`config.mk`:
```
export PLATFORM = sky130hd
export DESIGN_NAME = sh_integer_alu_with_t_flag_core
export DESIGN_NICKNAME = d
export VERILOG_FILES = /design/src/hdl/siat_pkg.sv /design/src/hdl/siat_mul.sv /design/src/hdl/siat_exec.sv /design/src/hdl/sh_integer_alu_with_t_flag_core.sv
export SDC_FILE = /design/constraint.sdc
export NUM_CORES = 2
export LEC_CHECK = 0
export BUFFER_PORTS_ARGS = -buffer_cell sky130_fd_sc_hd__buf_2
export CAP_MARGIN = 10
export CORE_AREA = 2 2 497 499
export DETAILED_ROUTE_END_ITERATION = 6
export DIE_AREA = 0 0 499 501
export PLACE_DENSITY = 0.44
export SYNTH_ARGS = -nofsm -noshare
export SYNTH_HDL_FRONTEND = slang
export SYNTH_SLANG_ARGS = --single-unit
```
`constraint.sdc`:
```
create_clock -name clk -period 25.3 [get_ports clk]
set_input_delay 2.53 -clock clk [delete_from_list [all_inputs] [get_ports clk]]
set_output_delay 2.53 -clock clk [all_outputs]
set_load 0.1 [all_outputs]
```
`src/hdl/siat_pkg.sv`:
```
// ----------------------------------------------------------------------------
// siat_pkg
// operation codes and the stage record of the integer alu
// ----------------------------------------------------------------------------
package siat_pkg;

    localparam logic [5:0] OP_ADD    = 6'd0;
    localparam logic [5:0] OP_ADDC   = 6'd1;
    localparam logic [5:0] OP_ADDV   = 6'd2;
    localparam logic [5:0] OP_SUB    = 6'd3;
    localparam logic [5:0] OP_SUBC   = 6'd4;
    localparam logic [5:0] OP_SUBV   = 6'd5;
    localparam logic [5:0] OP_NEG    = 6'd6;
    localparam logic [5:0] OP_NEGC   = 6'd7;
    localparam logic [5:0] OP_AND    = 6'd8;
    localparam logic [5:0] OP_OR     = 6'd9;
    localparam logic [5:0] OP_XOR    = 6'd10;
    localparam logic [5:0] OP_NOT    = 6'd11;
    localparam logic [5:0] OP_TST    = 6'd12;
    localparam logic [5:0] OP_CMPEQ  = 6'd13;
    localparam logic [5:0] OP_CMPHS  = 6'd14;
    localparam logic [5:0] OP_CMPGE  = 6'd15;
    localparam logic [5:0] OP_CMPHI  = 6'd16;
    localparam logic [5:0] OP_CMPGT  = 6'd17;
    localparam logic [5:0] OP_CMPPL  = 6'd18;
    localparam logic [5:0] OP_CMPPZ  = 6'd19;
    localparam logic [5:0] OP_CMPSTR = 6'd20;
    localparam logic [5:0] OP_DT     = 6'd21;
    localparam logic [5:0] OP_ROTL   = 6'd22;
    localparam logic [5:0] OP_ROTR   = 6'd23;
    localparam logic [5:0] OP_ROTCL  = 6'd24;
    localparam logic [5:0] OP_ROTCR  = 6'd25;
    localparam logic [5:0] OP_SHAL   = 6'd26;
    localparam logic [5:0] OP_SHAR   = 6'd27;
    localparam logic [5:0] OP_SHLL   = 6'd28;
    localparam logic [5:0] OP_SHLR   = 6'd29;
    localparam logic [5:0] OP_SHLL2  = 6'd30;
    localparam logic [5:0] OP_SHLR2  = 6'd31;
    localparam logic [5:0] OP_SHLL8  = 6'd32;
    localparam logic [5:0] OP_SHLR8  = 6'd33;
    localparam logic [5:0] OP_SHLL16 = 6'd34;
    localparam logic [5:0] OP_SHLR16 = 6'd35;
    localparam logic [5:0] OP_SHAD   = 6'd36;
    localparam logic [5:0] OP_SHLD   = 6'd37;
    localparam logic [5:0] OP_EXTSB  = 6'd38;
    localparam logic [5:0] OP_EXTSW  = 6'd39;
    localparam logic [5:0] OP_EXTUB  = 6'd40;
    localparam logic [5:0] OP_EXTUW  = 6'd41;
    localparam logic [5:0] OP_SWAPB  = 6'd42;
    localparam logic [5:0] OP_SWAPW  = 6'd43;
    localparam logic [5:0] OP_XTRCT  = 6'd44;
    localparam logic [5:0] OP_DIV0U  = 6'd45;
    localparam logic [5:0] OP_DIV0S  = 6'd46;
    localparam logic [5:0] OP_DIV1   = 6'd47;
    localparam logic [5:0] OP_MULL   = 6'd48;
    localparam logic [5:0] OP_MULSW  = 6'd49;
    localparam logic [5:0] OP_MULUW  = 6'd50;
    localparam logic [5:0] OP_DMULS  = 6'd51;
    localparam logic [5:0] OP_DMULU  = 6'd52;
    localparam logic [5:0] OP_MAC    = 6'd53;
    localparam logic [5:0] OP_CLRT   = 6'd54;
    localparam logic [5:0] OP_SETT   = 6'd55;
    localparam logic [5:0] OP_CLRMAC = 6'd56;
    localparam logic [5:0] OP_MOVT   = 6'd57;
    localparam logic [5:0] OP_MOV    = 6'd58;

    localparam logic [31:0] SIGN32 = 32'h8000_0000;

    // one operation in flight between the stages
    typedef struct packed {
        logic        valid;
        logic [5:0]  op;
        logic [31:0] src;
        logic [31:0] dst;
        logic [63:0] prod;
    } stage_t;

endpackage

```
`src/hdl/siat_mul.sv`:
```
// ----------------------------------------------------------------------------
// siat_mul
// input register and multiplier stage
// ----------------------------------------------------------------------------
module siat_mul
(
    input  logic               clk,
    input  logic               rst_n,
    input  logic               adv,
    input  logic               in_valid,
    input  logic [5:0]         in_op,
    input  logic [31:0]        in_src,
    input  logic [31:0]        in_dst,
    output siat_pkg::stage_t   stg
);

    logic        v1_reg;
    logic [5:0]  op1_reg;
    logic [31:0] s1_reg;
    logic [31:0] d1_reg;
    logic [32:0] ma;
    logic [32:0] mb;
    logic [65:0] mp;
    logic        v2_reg;
    logic [5:0]  op2_reg;
    logic [31:0] s2_reg;
    logic [31:0] d2_reg;
    logic [63:0] p2_reg;

    always_ff @(posedge clk or negedge rst_n)
    begin
        if (!rst_n)
        begin
            v1_reg <= 1'b0;
            v2_reg <= 1'b0;
        end
        else if (adv)
        begin
            v1_reg <= in_valid;
            v2_reg <= v1_reg;
        end
    end

    always_ff @(posedge clk)
    begin
        if (adv)
        begin
            op1_reg <= in_op;
            s1_reg  <= in_src;
            d1_reg  <= in_dst;
            op2_reg <= op1_reg;
            s2_reg  <= s1_reg;
            d2_reg  <= d1_reg;
            p2_reg  <= mp[63:0];
        end
    end

    // operand forms: 16-bit signed, 16-bit unsigned, 32-bit signed, 32-bit unsigned
    always_comb
    begin
        case (op1_reg)
            siat_pkg::OP_MULSW:
            begin
                ma = {{17{s1_reg[15]}}, s1_reg[15:0]};
                mb = {{17{d1_reg[15]}}, d1_reg[15:0]};
            end
            siat_pkg::OP_MULUW:
            begin
                ma = {17'd0, s1_reg[15:0]};
                mb = {17'd0, d1_reg[15:0]};
            end
            siat_pkg::OP_DMULS, siat_pkg::OP_MAC:
            begin
                ma = {s1_reg[31], s1_reg};
                mb = {d1_reg[31], d1_reg};
            end
            default:
            begin
                ma = {1'b0, s1_reg};
                mb = {1'b0, d1_reg};
            end
        endcase
    end

    assign mp  = 66'($signed(ma) * $signed(mb));
    assign stg = {v2_reg, op2_reg, s2_reg, d2_reg, p2_reg};

endmodule

```
`src/hdl/siat_exec.sv`:
```
// ----------------------------------------------------------------------------
// siat_exec
// alu, status bits, accumulator and result register
// ----------------------------------------------------------------------------
module siat_exec
(
    input  logic              clk,
    input  logic              rst_n,
    input  logic              adv,
    input  siat_pkg::stage_t  stg,
    output logic              out_valid,
    output logic [31:0]       out_result,
    output logic              out_t,
    output logic [31:0]       out_mach,
    output logic [31:0]       out_macl
);

    logic        t_reg, m_reg, q_reg;
    logic [31:0] mach_reg, macl_reg;
    logic        t_next, m_next, q_next;
    logic [31:0] mach_next, macl_next;
    logic [31:0] r;
    logic        vout_reg;
    logic [31:0] res_reg;
    logic [31:0] s, d, x;
    logic [32:0] w;
    logic [4:0]  sh;
    logic [4:0]  rsh;
    logic        nq, cy;
    logic [31:0] a;
    logic [63:0] acc;

    assign s = stg.src;
    assign d = stg.dst;

    always_comb
    begin
        r         = d;
        t_next    = t_reg;
        m_next    = m_reg;
        q_next    = q_reg;
        mach_next = mach_reg;
        macl_next = macl_reg;
        x         = d ^ s;
        w         = 33'd0;
        sh        = s[4:0];
        rsh       = 5'(~sh + 5'd1);
        nq        = d[31];
        a         = {d[30:0], t_reg};
        cy        = 1'b0;
        acc       = {mach_reg, macl_reg} + stg.prod;
        case (stg.op)
            siat_pkg::OP_ADD:  r = d + s;
            siat_pkg::OP_ADDC:
            begin
                w = {1'b0, d} + {1'b0, s} + {32'd0, t_reg};
                r = w[31:0];
                t_next = w[32];
            end
            siat_pkg::OP_ADDV:
            begin
                r = d + s;
                t_next = ~x[31] & (d[31] ^ r[31]);
            end
            siat_pkg::OP_SUB:  r = d - s;
            siat_pkg::OP_SUBC:
            begin
                w = {1'b0, d} - {1'b0, s} - {32'd0, t_reg};
                r = w[31:0];
                t_next = w[32];
            end
            siat_pkg::OP_SUBV:
            begin
                r = d - s;
                t_next = x[31] & (d[31] ^ r[31]);
            end
            siat_pkg::OP_NEG:  r = 32'd0 - s;
            siat_pkg::OP_NEGC:
            begin
                w = 33'd0 - {1'b0, s} - {32'd0, t_reg};
                r = w[31:0];
                t_next = w[32];
            end
            siat_pkg::OP_AND:    r = d & s;
            siat_pkg::OP_OR:     r = d | s;
            siat_pkg::OP_XOR:    r = x;
            siat_pkg::OP_NOT:    r = ~s;
            siat_pkg::OP_TST:    t_next = ((s & d) == 32'd0);
            siat_pkg::OP_CMPEQ:  t_next = (d == s);
            siat_pkg::OP_CMPHS:  t_next = (d >= s);
            siat_pkg::OP_CMPGE:  t_next = ($signed(d) >= $signed(s));
            siat_pkg::OP_CMPHI:  t_next = (d > s);
            siat_pkg::OP_CMPGT:  t_next = ($signed(d) > $signed(s));
            siat_pkg::OP_CMPPL:  t_next = !s[31] && (s != 32'd0);
            siat_pkg::OP_CMPPZ:  t_next = !s[31];
            siat_pkg::OP_CMPSTR:
                t_next = (x[31:24] == 8'd0) || (x[23:16] == 8'd0) ||
                         (x[15:8] == 8'd0) || (x[7:0] == 8'd0);
            siat_pkg::OP_DT:
            begin
                r = d - 32'd1;
                t_next = (r == 32'd0);
            end
            siat_pkg::OP_ROTL:
            begin
                r = {d[30:0], d[31]};
                t_next = d[31];
            end
            siat_pkg::OP_ROTR:
            begin
                r = {d[0], d[31:1]};
                t_next = d[0];
            end
            siat_pkg::OP_ROTCL:
            begin
                r = {s[30:0], t_reg};
                t_next = s[31];
            end
            siat_pkg::OP_ROTCR:
            begin
                r = {t_reg, d[31:1]};
                t_next = d[0];
            end
            siat_pkg::OP_SHAL:
            begin
                r = {d[30:0], 1'b0};
                t_next = d[31];
            end
            siat_pkg::OP_SHAR:
            begin
                r = {d[31], d[31:1]};
                t_next = d[0];
            end
            siat_pkg::OP_SHLL:
            begin
                r = {s[30:0], 1'b0};
                t_next = s[31];
            end
            siat_pkg::OP_SHLR:
            begin
                r = {1'b0, d[31:1]};
                t_next = d[0];
            end
            siat_pkg::OP_SHLL2:  r = s << 2;
            siat_pkg::OP_SHLR2:  r = d >> 2;
            siat_pkg::OP_SHLL8:  r = s << 8;
            siat_pkg::OP_SHLR8:  r = d >> 8;
            siat_pkg::OP_SHLL16: r = s << 16;
            siat_pkg::OP_SHLR16: r = d >> 16;
            siat_pkg::OP_SHAD:
            begin
                // negative amount with zero low bits shifts right by a full word
                if (!s[31])
                    r = d << sh;
                else if (sh == 5'd0)
                    r = {32{d[31]}};
                else
                    r = 32'($signed(d) >>> rsh);
            end
            siat_pkg::OP_SHLD:
            begin
                if (!s[31])
                    r = d << sh;
                else if (sh == 5'd0)
                    r = 32'd0;
                else
                    r = d >> rsh;
            end
            siat_pkg::OP_EXTSB:  r = {{24{s[7]}}, s[7:0]};
            siat_pkg::OP_EXTSW:  r = {{16{s[15]}}, s[15:0]};
            siat_pkg::OP_EXTUB:  r = {24'd0, s[7:0]};
            siat_pkg::OP_EXTUW:  r = {16'd0, s[15:0]};
            siat_pkg::OP_SWAPB:  r = {s[31:16], s[7:0], s[15:8]};
            siat_pkg::OP_SWAPW:  r = {s[15:0], s[31:16]};
            siat_pkg::OP_XTRCT:  r = {s[15:0], d[31:16]};
            siat_pkg::OP_DIV0U:
            begin
                m_next = 1'b0;
                q_next = 1'b0;
                t_next = 1'b0;
            end
            siat_pkg::OP_DIV0S:
            begin
                q_next = d[31];
                m_next = s[31];
                t_next = d[31] ^ s[31];
            end
            siat_pkg::OP_DIV1:
            begin
                if (q_reg == m_reg)
                    w = {1'b0, a} - {1'b0, s};
                else
                    w = {1'b0, a} + {1'b0, s};
                r = w[31:0];
                cy = w[32];
                q_next = nq ^ cy ^ m_reg;
                t_next = (q_next == m_reg);
            end
            siat_pkg::OP_MULL, siat_pkg::OP_MULSW, siat_pkg::OP_MULUW:
                macl_next = stg.prod[31:0];
            siat_pkg::OP_DMULS, siat_pkg::OP_DMULU:
            begin
                mach_next = stg.prod[63:32];
                macl_next = stg.prod[31:0];
            end
            siat_pkg::OP_MAC:
            begin
                mach_next = acc[63:32];
                macl_next = acc[31:0];
            end
            siat_pkg::OP_CLRT:   t_next = 1'b0;
            siat_pkg::OP_SETT:   t_next = 1'b1;
            siat_pkg::OP_CLRMAC:
            begin
                mach_next = 32'd0;
                macl_next = 32'd0;
            end
            siat_pkg::OP_MOVT:   r = {31'd0, t_reg};
            siat_pkg::OP_MOV:    r = s;
            default:             r = d;
        endcase
    end

    always_ff @(posedge clk or negedge rst_n)
    begin
        if (!rst_n)
        begin
            t_reg    <= 1'b0;
            m_reg    <= 1'b0;
            q_reg    <= 1'b0;
            mach_reg <= 32'd0;
            macl_reg <= 32'd0;
            vout_reg <= 1'b0;
        end
        else if (adv)
        begin
            vout_reg <= stg.valid;
            if (stg.valid)
            begin
                t_reg    <= t_next;
                m_reg    <= m_next;
                q_reg    <= q_next;
                mach_reg <= mach_next;
                macl_reg <= macl_next;
            end
        end
    end

    always_ff @(posedge clk)
    begin
        if (adv && stg.valid)
            res_reg <= r;
    end

    assign out_valid  = vout_reg;
    assign out_result = res_reg;
    assign out_t      = t_reg;
    assign out_mach   = mach_reg;
    assign out_macl   = macl_reg;

endmodule

```
`src/hdl/sh_integer_alu_with_t_flag_core.sv`:
```
// result path: an accepted input passes the input register, the multiply stage and the execute result register in turn
// throughput: one operation per cycle; t, m, q and the accumulator feed the next operation
// the whole pipe stalls only while a result waits and m_tready is low
// reset: rst_n low clears the valid bits, t, m, q and mach:macl at once
// ----------------------------------------------------------------------------
// sh_integer_alu_with_t_flag_core
// superh-style integer execute unit with t flag and mac accumulator
// ----------------------------------------------------------------------------
module sh_integer_alu_with_t_flag_core
(
    input  logic          clk,
    input  logic          rst_n,
    input  logic          s_tvalid,
    output logic          s_tready,
    input  logic [71:0]   s_tdata,   // req_type[5:0], src_value[37:6], dst_value[69:38]
    output logic          m_tvalid,
    input  logic          m_tready,
    output logic [103:0]  m_tdata    // result[31:0], t_out[32], mach_out[64:33], macl_out[96:65]
);

    logic             adv;
    siat_pkg::stage_t stg;
    logic [31:0]      res, mach, macl;
    logic             t;

    assign adv      = !m_tvalid || m_tready;
    assign s_tready = adv;

    siat_mul u_mul
    (
        .clk      (clk),
        .rst_n    (rst_n),
        .adv      (adv),
        .in_valid (s_tvalid),
        .in_op    (s_tdata[5:0]),
        .in_src   (s_tdata[37:6]),
        .in_dst   (s_tdata[69:38]),
        .stg      (stg)
    );

    siat_exec u_exec
    (
        .clk        (clk),
        .rst_n      (rst_n),
        .adv        (adv),
        .stg        (stg),
        .out_valid  (m_tvalid),
        .out_result (res),
        .out_t      (t),
        .out_mach   (mach),
        .out_macl   (macl)
    );

    assign m_tdata = {7'd0, macl, mach, t, res};

endmodule

```
Word level (Yosys, flattened, before mapping)
Cells that the tools add are included.
- register bits: 306
- bits of input ports: 76
- logic and storage cells: 166
- output and inout bits: 106
- muxes and demuxes: 14
- reductions and logical operators: 36
- shift operators: 3
- bitwise gates (word level): 13
- multipliers: 1
- $lt $le $gt $ge: 4
- equal/unequal tests: 65
- add/subtract/negate cells: 14
- operators with widths (cell ; count):
    one-hot mux 32 bit (37 select lines) ; 1
    one-hot mux 33 bit (3 select lines) ; 2
    one-hot mux 32 bit (3 select lines) ; 2
    == test 6 bit (second input constant) ; 31
    2-to-1 mux 32 bit ; 4
    == test 6 x 5 -> 1 bit (second input constant) ; 16
    adder 32 x 32 -> 33 bit ; 2
    2-to-1 mux 33 bit ; 2
    subtractor 32 x 32 -> 33 bit ; 2
    subtractor 33 x 1 -> 33 bit ; 2
    adder 64 bit ; 1
    >= comparator 32 bit ; 2
    > comparator 32 bit ; 2
    zero test 32 bit ; 2
    multiplier 33 x 33 -> 64 bit ; 1
    == test 6 x 4 -> 1 bit (second input constant) ; 8
    adder 33 x 1 -> 33 bit ; 1
    subtractor 1 x 32 -> 33 bit (first input constant) ; 1
    adder 32 bit ; 1
    AND 32 bit ; 1
    == test 32 bit ; 1
    zero test 8 bit ; 4
    inverter 32 bit ; 1
    bitwise OR 32 bit ; 1
    32 further kinds ; 59

Depth between registers and ports, before layout
- depth in word-level cells: 7
- gate-level depth with buffers: 37
- mapped depth without buffers: 33

Hierarchy
Synthesis repeated with hierarchy kept, for this count alone.
- cells, all modules: 8676
- area, all modules: 73855.8 µm²
- modules (own cells, without submodules) (module ; times used ; cells an instance ; area each (µm²) ; sequential area each (µm²)):
    siat_mul ; 1 ; 4400 ; 44315.0 ; 6175.9
    siat_exec ; 1 ; 4266 ; 29470.8 ; 2662.6
    sh_integer_alu_with_t_flag_core ; 1 ; 10 ; 70.1 ; 0.0

Worst setup path before layout
OpenSTA, ideal clock, no wires.
- kind: input port to flip-flop
- from: in m_tready
- to: reg u_exec.t_reg, in the netlist u_exec.out_t
- slack: 13.765 ns
- library setup time: 0.138 ns
- data required time: 25.162 ns
- stages: 11
- buffers on the path: 0
- data arrival time: 11.397 ns
- cell sequence: nand2b_1 > nand2_1 > inv_1 > o32a_1 > o2111a_1 > nand3_1 > nor4b_1 > o21a_1 > o2111ai_1 > o21bai_1 > o31ai_1
- cells in the longest elaborated chain, start to end: 2
- RTL lines (item ; line ; source):
    start, declared ; sh_integer_alu_with_t_flag_core.sv:17 ; input logic m_tready,
    logical OR 1 bit ; sh_integer_alu_with_t_flag_core.sv:26 ; assign adv = !m_tvalid || m_tready;
    AND reduction 3 bit (no line) ; -- ;
    end signal, assigned ; siat_exec.sv:240 ; t_reg <= t_next;
    end, declared ; siat_exec.sv:18 ; logic t_reg, m_reg, q_reg;
No other way between the ends.
A chain may end at the register's enable or synchronous reset.

Worst setup path in the final report
- from: reg u_mul.op1_reg[3]
- to: reg u_mul.p2_reg[63] (data pin)
- cells in the longest elaborated chain, start to end: 4
- elaborated cells between the ends (all ways): 8
- those cells by class: 1 x mul; 4 x eq/ne; 2 x mux; 1 x reduce/logical
- RTL lines (item ; line ; source):
    start, declared ; siat_mul.sv:18 ; logic [5:0] op1_reg;
    start signal, assigned ; siat_mul.sv:48 ; op1_reg <= in_op;
    == test 6 bit ; siat_mul.sv:61 ; case (op1_reg)
    OR reduction 2 bit ; siat_mul.sv:61 ;
    one-hot mux 33 bit (3 select lines) ; siat_mul.sv:61 ;
    multiplier 33 x 33 -> 64 bit * ; siat_mul.sv:85 ; assign mp = 66'($signed(ma) * $signed(mb));
    named net u_mul.mp[63] ; siat_mul.sv:23 ; logic [65:0] mp;
    end signal, assigned ; siat_mul.sv:54 ; p2_reg <= mp[63:0];
    end, declared ; siat_mul.sv:28 ; logic [63:0] p2_reg;
Mark *: on every way through the listed nets, which the timed path passes. The rest lies on a longest branch.

==> metrics <==
run status=finished, final reports clean; layout cells sized above 1=0.0725; vias in the first global route=66465; RePlAce Congestion=0.999; WS Path Type=reg2reg; GRT Util Overall=0.263; Reg2Reg Depth=31; CTS clk-pin slew, worst paths=0.06 ns; final worst clock skew=0.0495 ns; CTS Hold Bufs=0; Via density=5.55; final hold vios=0; layout net count=10202; DRC viols=0; setup TNS=0 ns; # resized after CTS=0; Mapped Cells=8531; max reg flops=64; Slew HR=0.175; antenna violation net count after detailed routing=0; initial antenna violation count=16; DR iter-0 viols=6814; WL final=330000 um; worst endpoint required time=25.70 ns; Die Wd=499 um; Worst path most repeated cell=fa_1; flop-to-flop setup slack=14.35 ns; P&R area growth vs syn=8.56%; CTS H-tree lvls=2; register area share after synthesis=0.121; I/O pins=182; R2R Path End=u_mul.p2_reg[63]; crit path DAT=11.35 ns; HP Class=reg2reg; crit end category=register; min cycle time layout=10.95 ns; DPL Wire Length=253000 um; Core Box Area=245000 um2; first-pass GRT wire length=484000 um; RSZ-0062 raised after global routing=no; Worst setup SP type=register; Fmax achieved=91.4 MHz; Skew-Pair Late Insertion Delay=0.70 ns; WHS Path Cells=0; Synth async-reset ratio=0.229; maximum root-to-sink buffer count=3; GRT overflow=0; synthesized area=73100 um2; worst-path fanout max=34; Wirelength per Cell=28.1 um; CTS Root Cell=clkbuf_16; CTS Buf Count=46; Cell variety after synth=97; worst-margin pin slew=1.24 ns; FF+latch count, synth=306; Finish-stage setup viols=0; Max Transition Viols Final=0; EDFF count, synth=236; row count=182; Post-synth top flop=edfxtp_1; Post-CTS Setup Inserts=0; largest net degree at the start of global routing=88; first drt pass iteration count=6; Starting Density=0.299; Avg Cell Area, Syn=8.57 um2; crit path max-delay cell type=fa_1; hold_sp=u_mul.op1_reg[4]; detailed-route via count=65078; DIE HEIGHT=501 um; R2R Path Start=u_mul.op1_reg[3]; clock sink count=306; die area=250000 um2; Final Cycle Share=0.433; Filler Cells Inserted=25733; yosys warns=0; IO Port Bufs=172; Hold EP=u_mul.op2_reg[4]; CTS tree=yes; slowest stage delay, CP=0.88 ns; Max-cap violations=0
==> layer usage <==
metal / up-vias / part of all wire / GRT usage
met3: 681 / 0.075 / 0.0407
met1: 33541 / 0.43 / 0.358
li1: 28064 / - / -
met4: 18 / 0.052 / 0.113
met2: 2774 / 0.44 / 0.413
met5: - / 0.00038 / 0
==> stage by stage <==
step | hold WS, ns | instances | utilization | worst slack, ns | instance area (um2)
floorplan | 0.417 | 8537 | - | 13.77 | 73100
global placement | 0.429 | 11633 | 0.318 | 14.16 | 77800
detailed placement | 0.437 | 11633 | 0.318 | 14.09 | 77800
CTS | 0.448 | 11717 | 0.324 | 14.08 | 79300
global route | 0.473 | 11718 | 0.324 | 13.65 | 79300
finish | 0.453 | 11723 | 0.324 | 14.35 | 79400
==> cells by family (layout without fill, tap and decap cells) <==
| group | count (synthesis) | after routing | share of synthesized area |
|---|---|---|---|
| fa+ha+maj | 1665 | 1665 | 0.401 |
| other cells | 1 | 13 | 0.0000513 |
| flops | 306 | 306 | 0.121 |
| xor+xnor | 322 | 322 | 0.0386 |
| buf+inv | 1818 | 1778 | 0.0949 |
| mux | 99 | 99 | 0.0212 |
| compound gates | 1774 | 1774 | 0.161 |
| simple gates | 2546 | 2546 | 0.162 |
==> layout make-up <==
| cell class | count | area [um2] | area share |
|---|---|---|---|
| Antenna cell | 6 | 15.0 | 0.000189 |
| Timing Repair Buffer | 390 | 2510 | 0.0317 |
| Clock inverter | 30 | 343 | 0.00432 |
| Clock buffer | 54 | 1220 | 0.0154 |
| Tap cell | 3220 | 4030 | 0.0508 |
| Sequential cell | 306 | 8840 | 0.111 |
| Multi-Input combinational cell | 6413 | 57500 | 0.725 |
| Inverter | 1304 | 4890 | 0.0617 |
==> cells in the final DEF (no fill, tap or decap), types with 70 or more instances in the layout <==
| cell | instances |
|---|---|
| a21o_1 | 160 |
| a21oi_1 | 490 |
| a22oi_1 | 113 |
| and2_1 | 378 |
| buf_2 | 171 |
| buf_4 | 218 |
| dfrtp_1 | 70 |
| edfxtp_1 | 236 |
| fa_1 | 1133 |
| ha_1 | 532 |
| inv_1 | 1295 |
| nand2_1 | 1047 |
| nand3_1 | 85 |
| nand4_1 | 78 |
| nor2_1 | 555 |
| nor3_1 | 110 |
| o21ai_0 | 304 |
| xnor2_1 | 245 |
| xor2_1 | 71 |
==> worst max-delay path by stage <==
| stage | startpoint | depth (start not counted) | to | slack [ns] |
|---|---|---|---|---|
| final | u_mul.op1_reg[3] | 31 | u_mul.p2_reg[63] | 14.35 |
| after global routing | u_mul.op1_reg[3] | 31 | u_mul.p2_reg[63] | 13.65 |
| after CTS | u_mul.op1_reg[3] | 31 | u_mul.p2_reg[63] | 14.08 |
| after detailed placement | u_mul.op1_reg[3] | 31 | u_mul.p2_reg[63] | 14.09 |
| after global placement | u_mul.op1_reg[3] | 31 | u_mul.p2_reg[63] | 14.16 |
| after floorplan | m_tready | 11 | u_exec.out_t | 13.77 |
==> cell usage after synthesis, drive strengths merged (15+ instances only) <==
library cell | instances | share of area
nor4 | 41 | 0.0038
o211ai | 44 | 0.0045
a21oi | 495 | 0.034
dfrtp | 70 | 0.024
o221ai | 22 | 0.0026
and2 | 378 | 0.032
xor2 | 73 | 0.0087
buf | 80 | 0.0057
mux2i | 41 | 0.0056
or3 | 30 | 0.0026
edfxtp | 236 | 0.097
o2111ai | 34 | 0.0041
fa | 1133 | 0.31
nand4 | 79 | 0.0068
o21bai | 58 | 0.0060
a22oi | 113 | 0.012
inv | 1297 | 0.067
mux4 | 43 | 0.013
a211oi | 56 | 0.0058
o21ai | 317 | 0.022
a221o | 15 | 0.0021
clkbuf | 434 | 0.022
o31ai | 31 | 0.0032
nand2 | 1052 | 0.054
nor2 | 560 | 0.029
a222oi | 25 | 0.0034
a2111oi | 25 | 0.0032
a31oi | 37 | 0.0032
o21a | 32 | 0.0033
nand2b | 47 | 0.0040
nor2b | 51 | 0.0044
mux2 | 15 | 0.0023
nand3 | 85 | 0.0058
o31a | 15 | 0.0018
a21o | 165 | 0.017
xnor2 | 249 | 0.030
o22ai | 49 | 0.0042
nor3 | 120 | 0.0086
or2 | 28 | 0.0024
a32oi | 26 | 0.0031
and3 | 31 | 0.0027
a221oi | 66 | 0.0081
a211o | 17 | 0.0020
ha | 532 | 0.091
==> worst max-delay path: cells and delay by family (launching register included) <==
kind | cells | cell delay, ns
simple gates | 10 | 2.69
xor+xnor | 1 | 0.60
fa+ha+maj | 9 | 4.75
buf+inv | 7 | 1.29
compound gates | 4 | 0.92
flops | 1 | 0.38
Power is not shown: default switching activity piles up to over one toggle a cycle in this logic, so the estimate is an artifact.
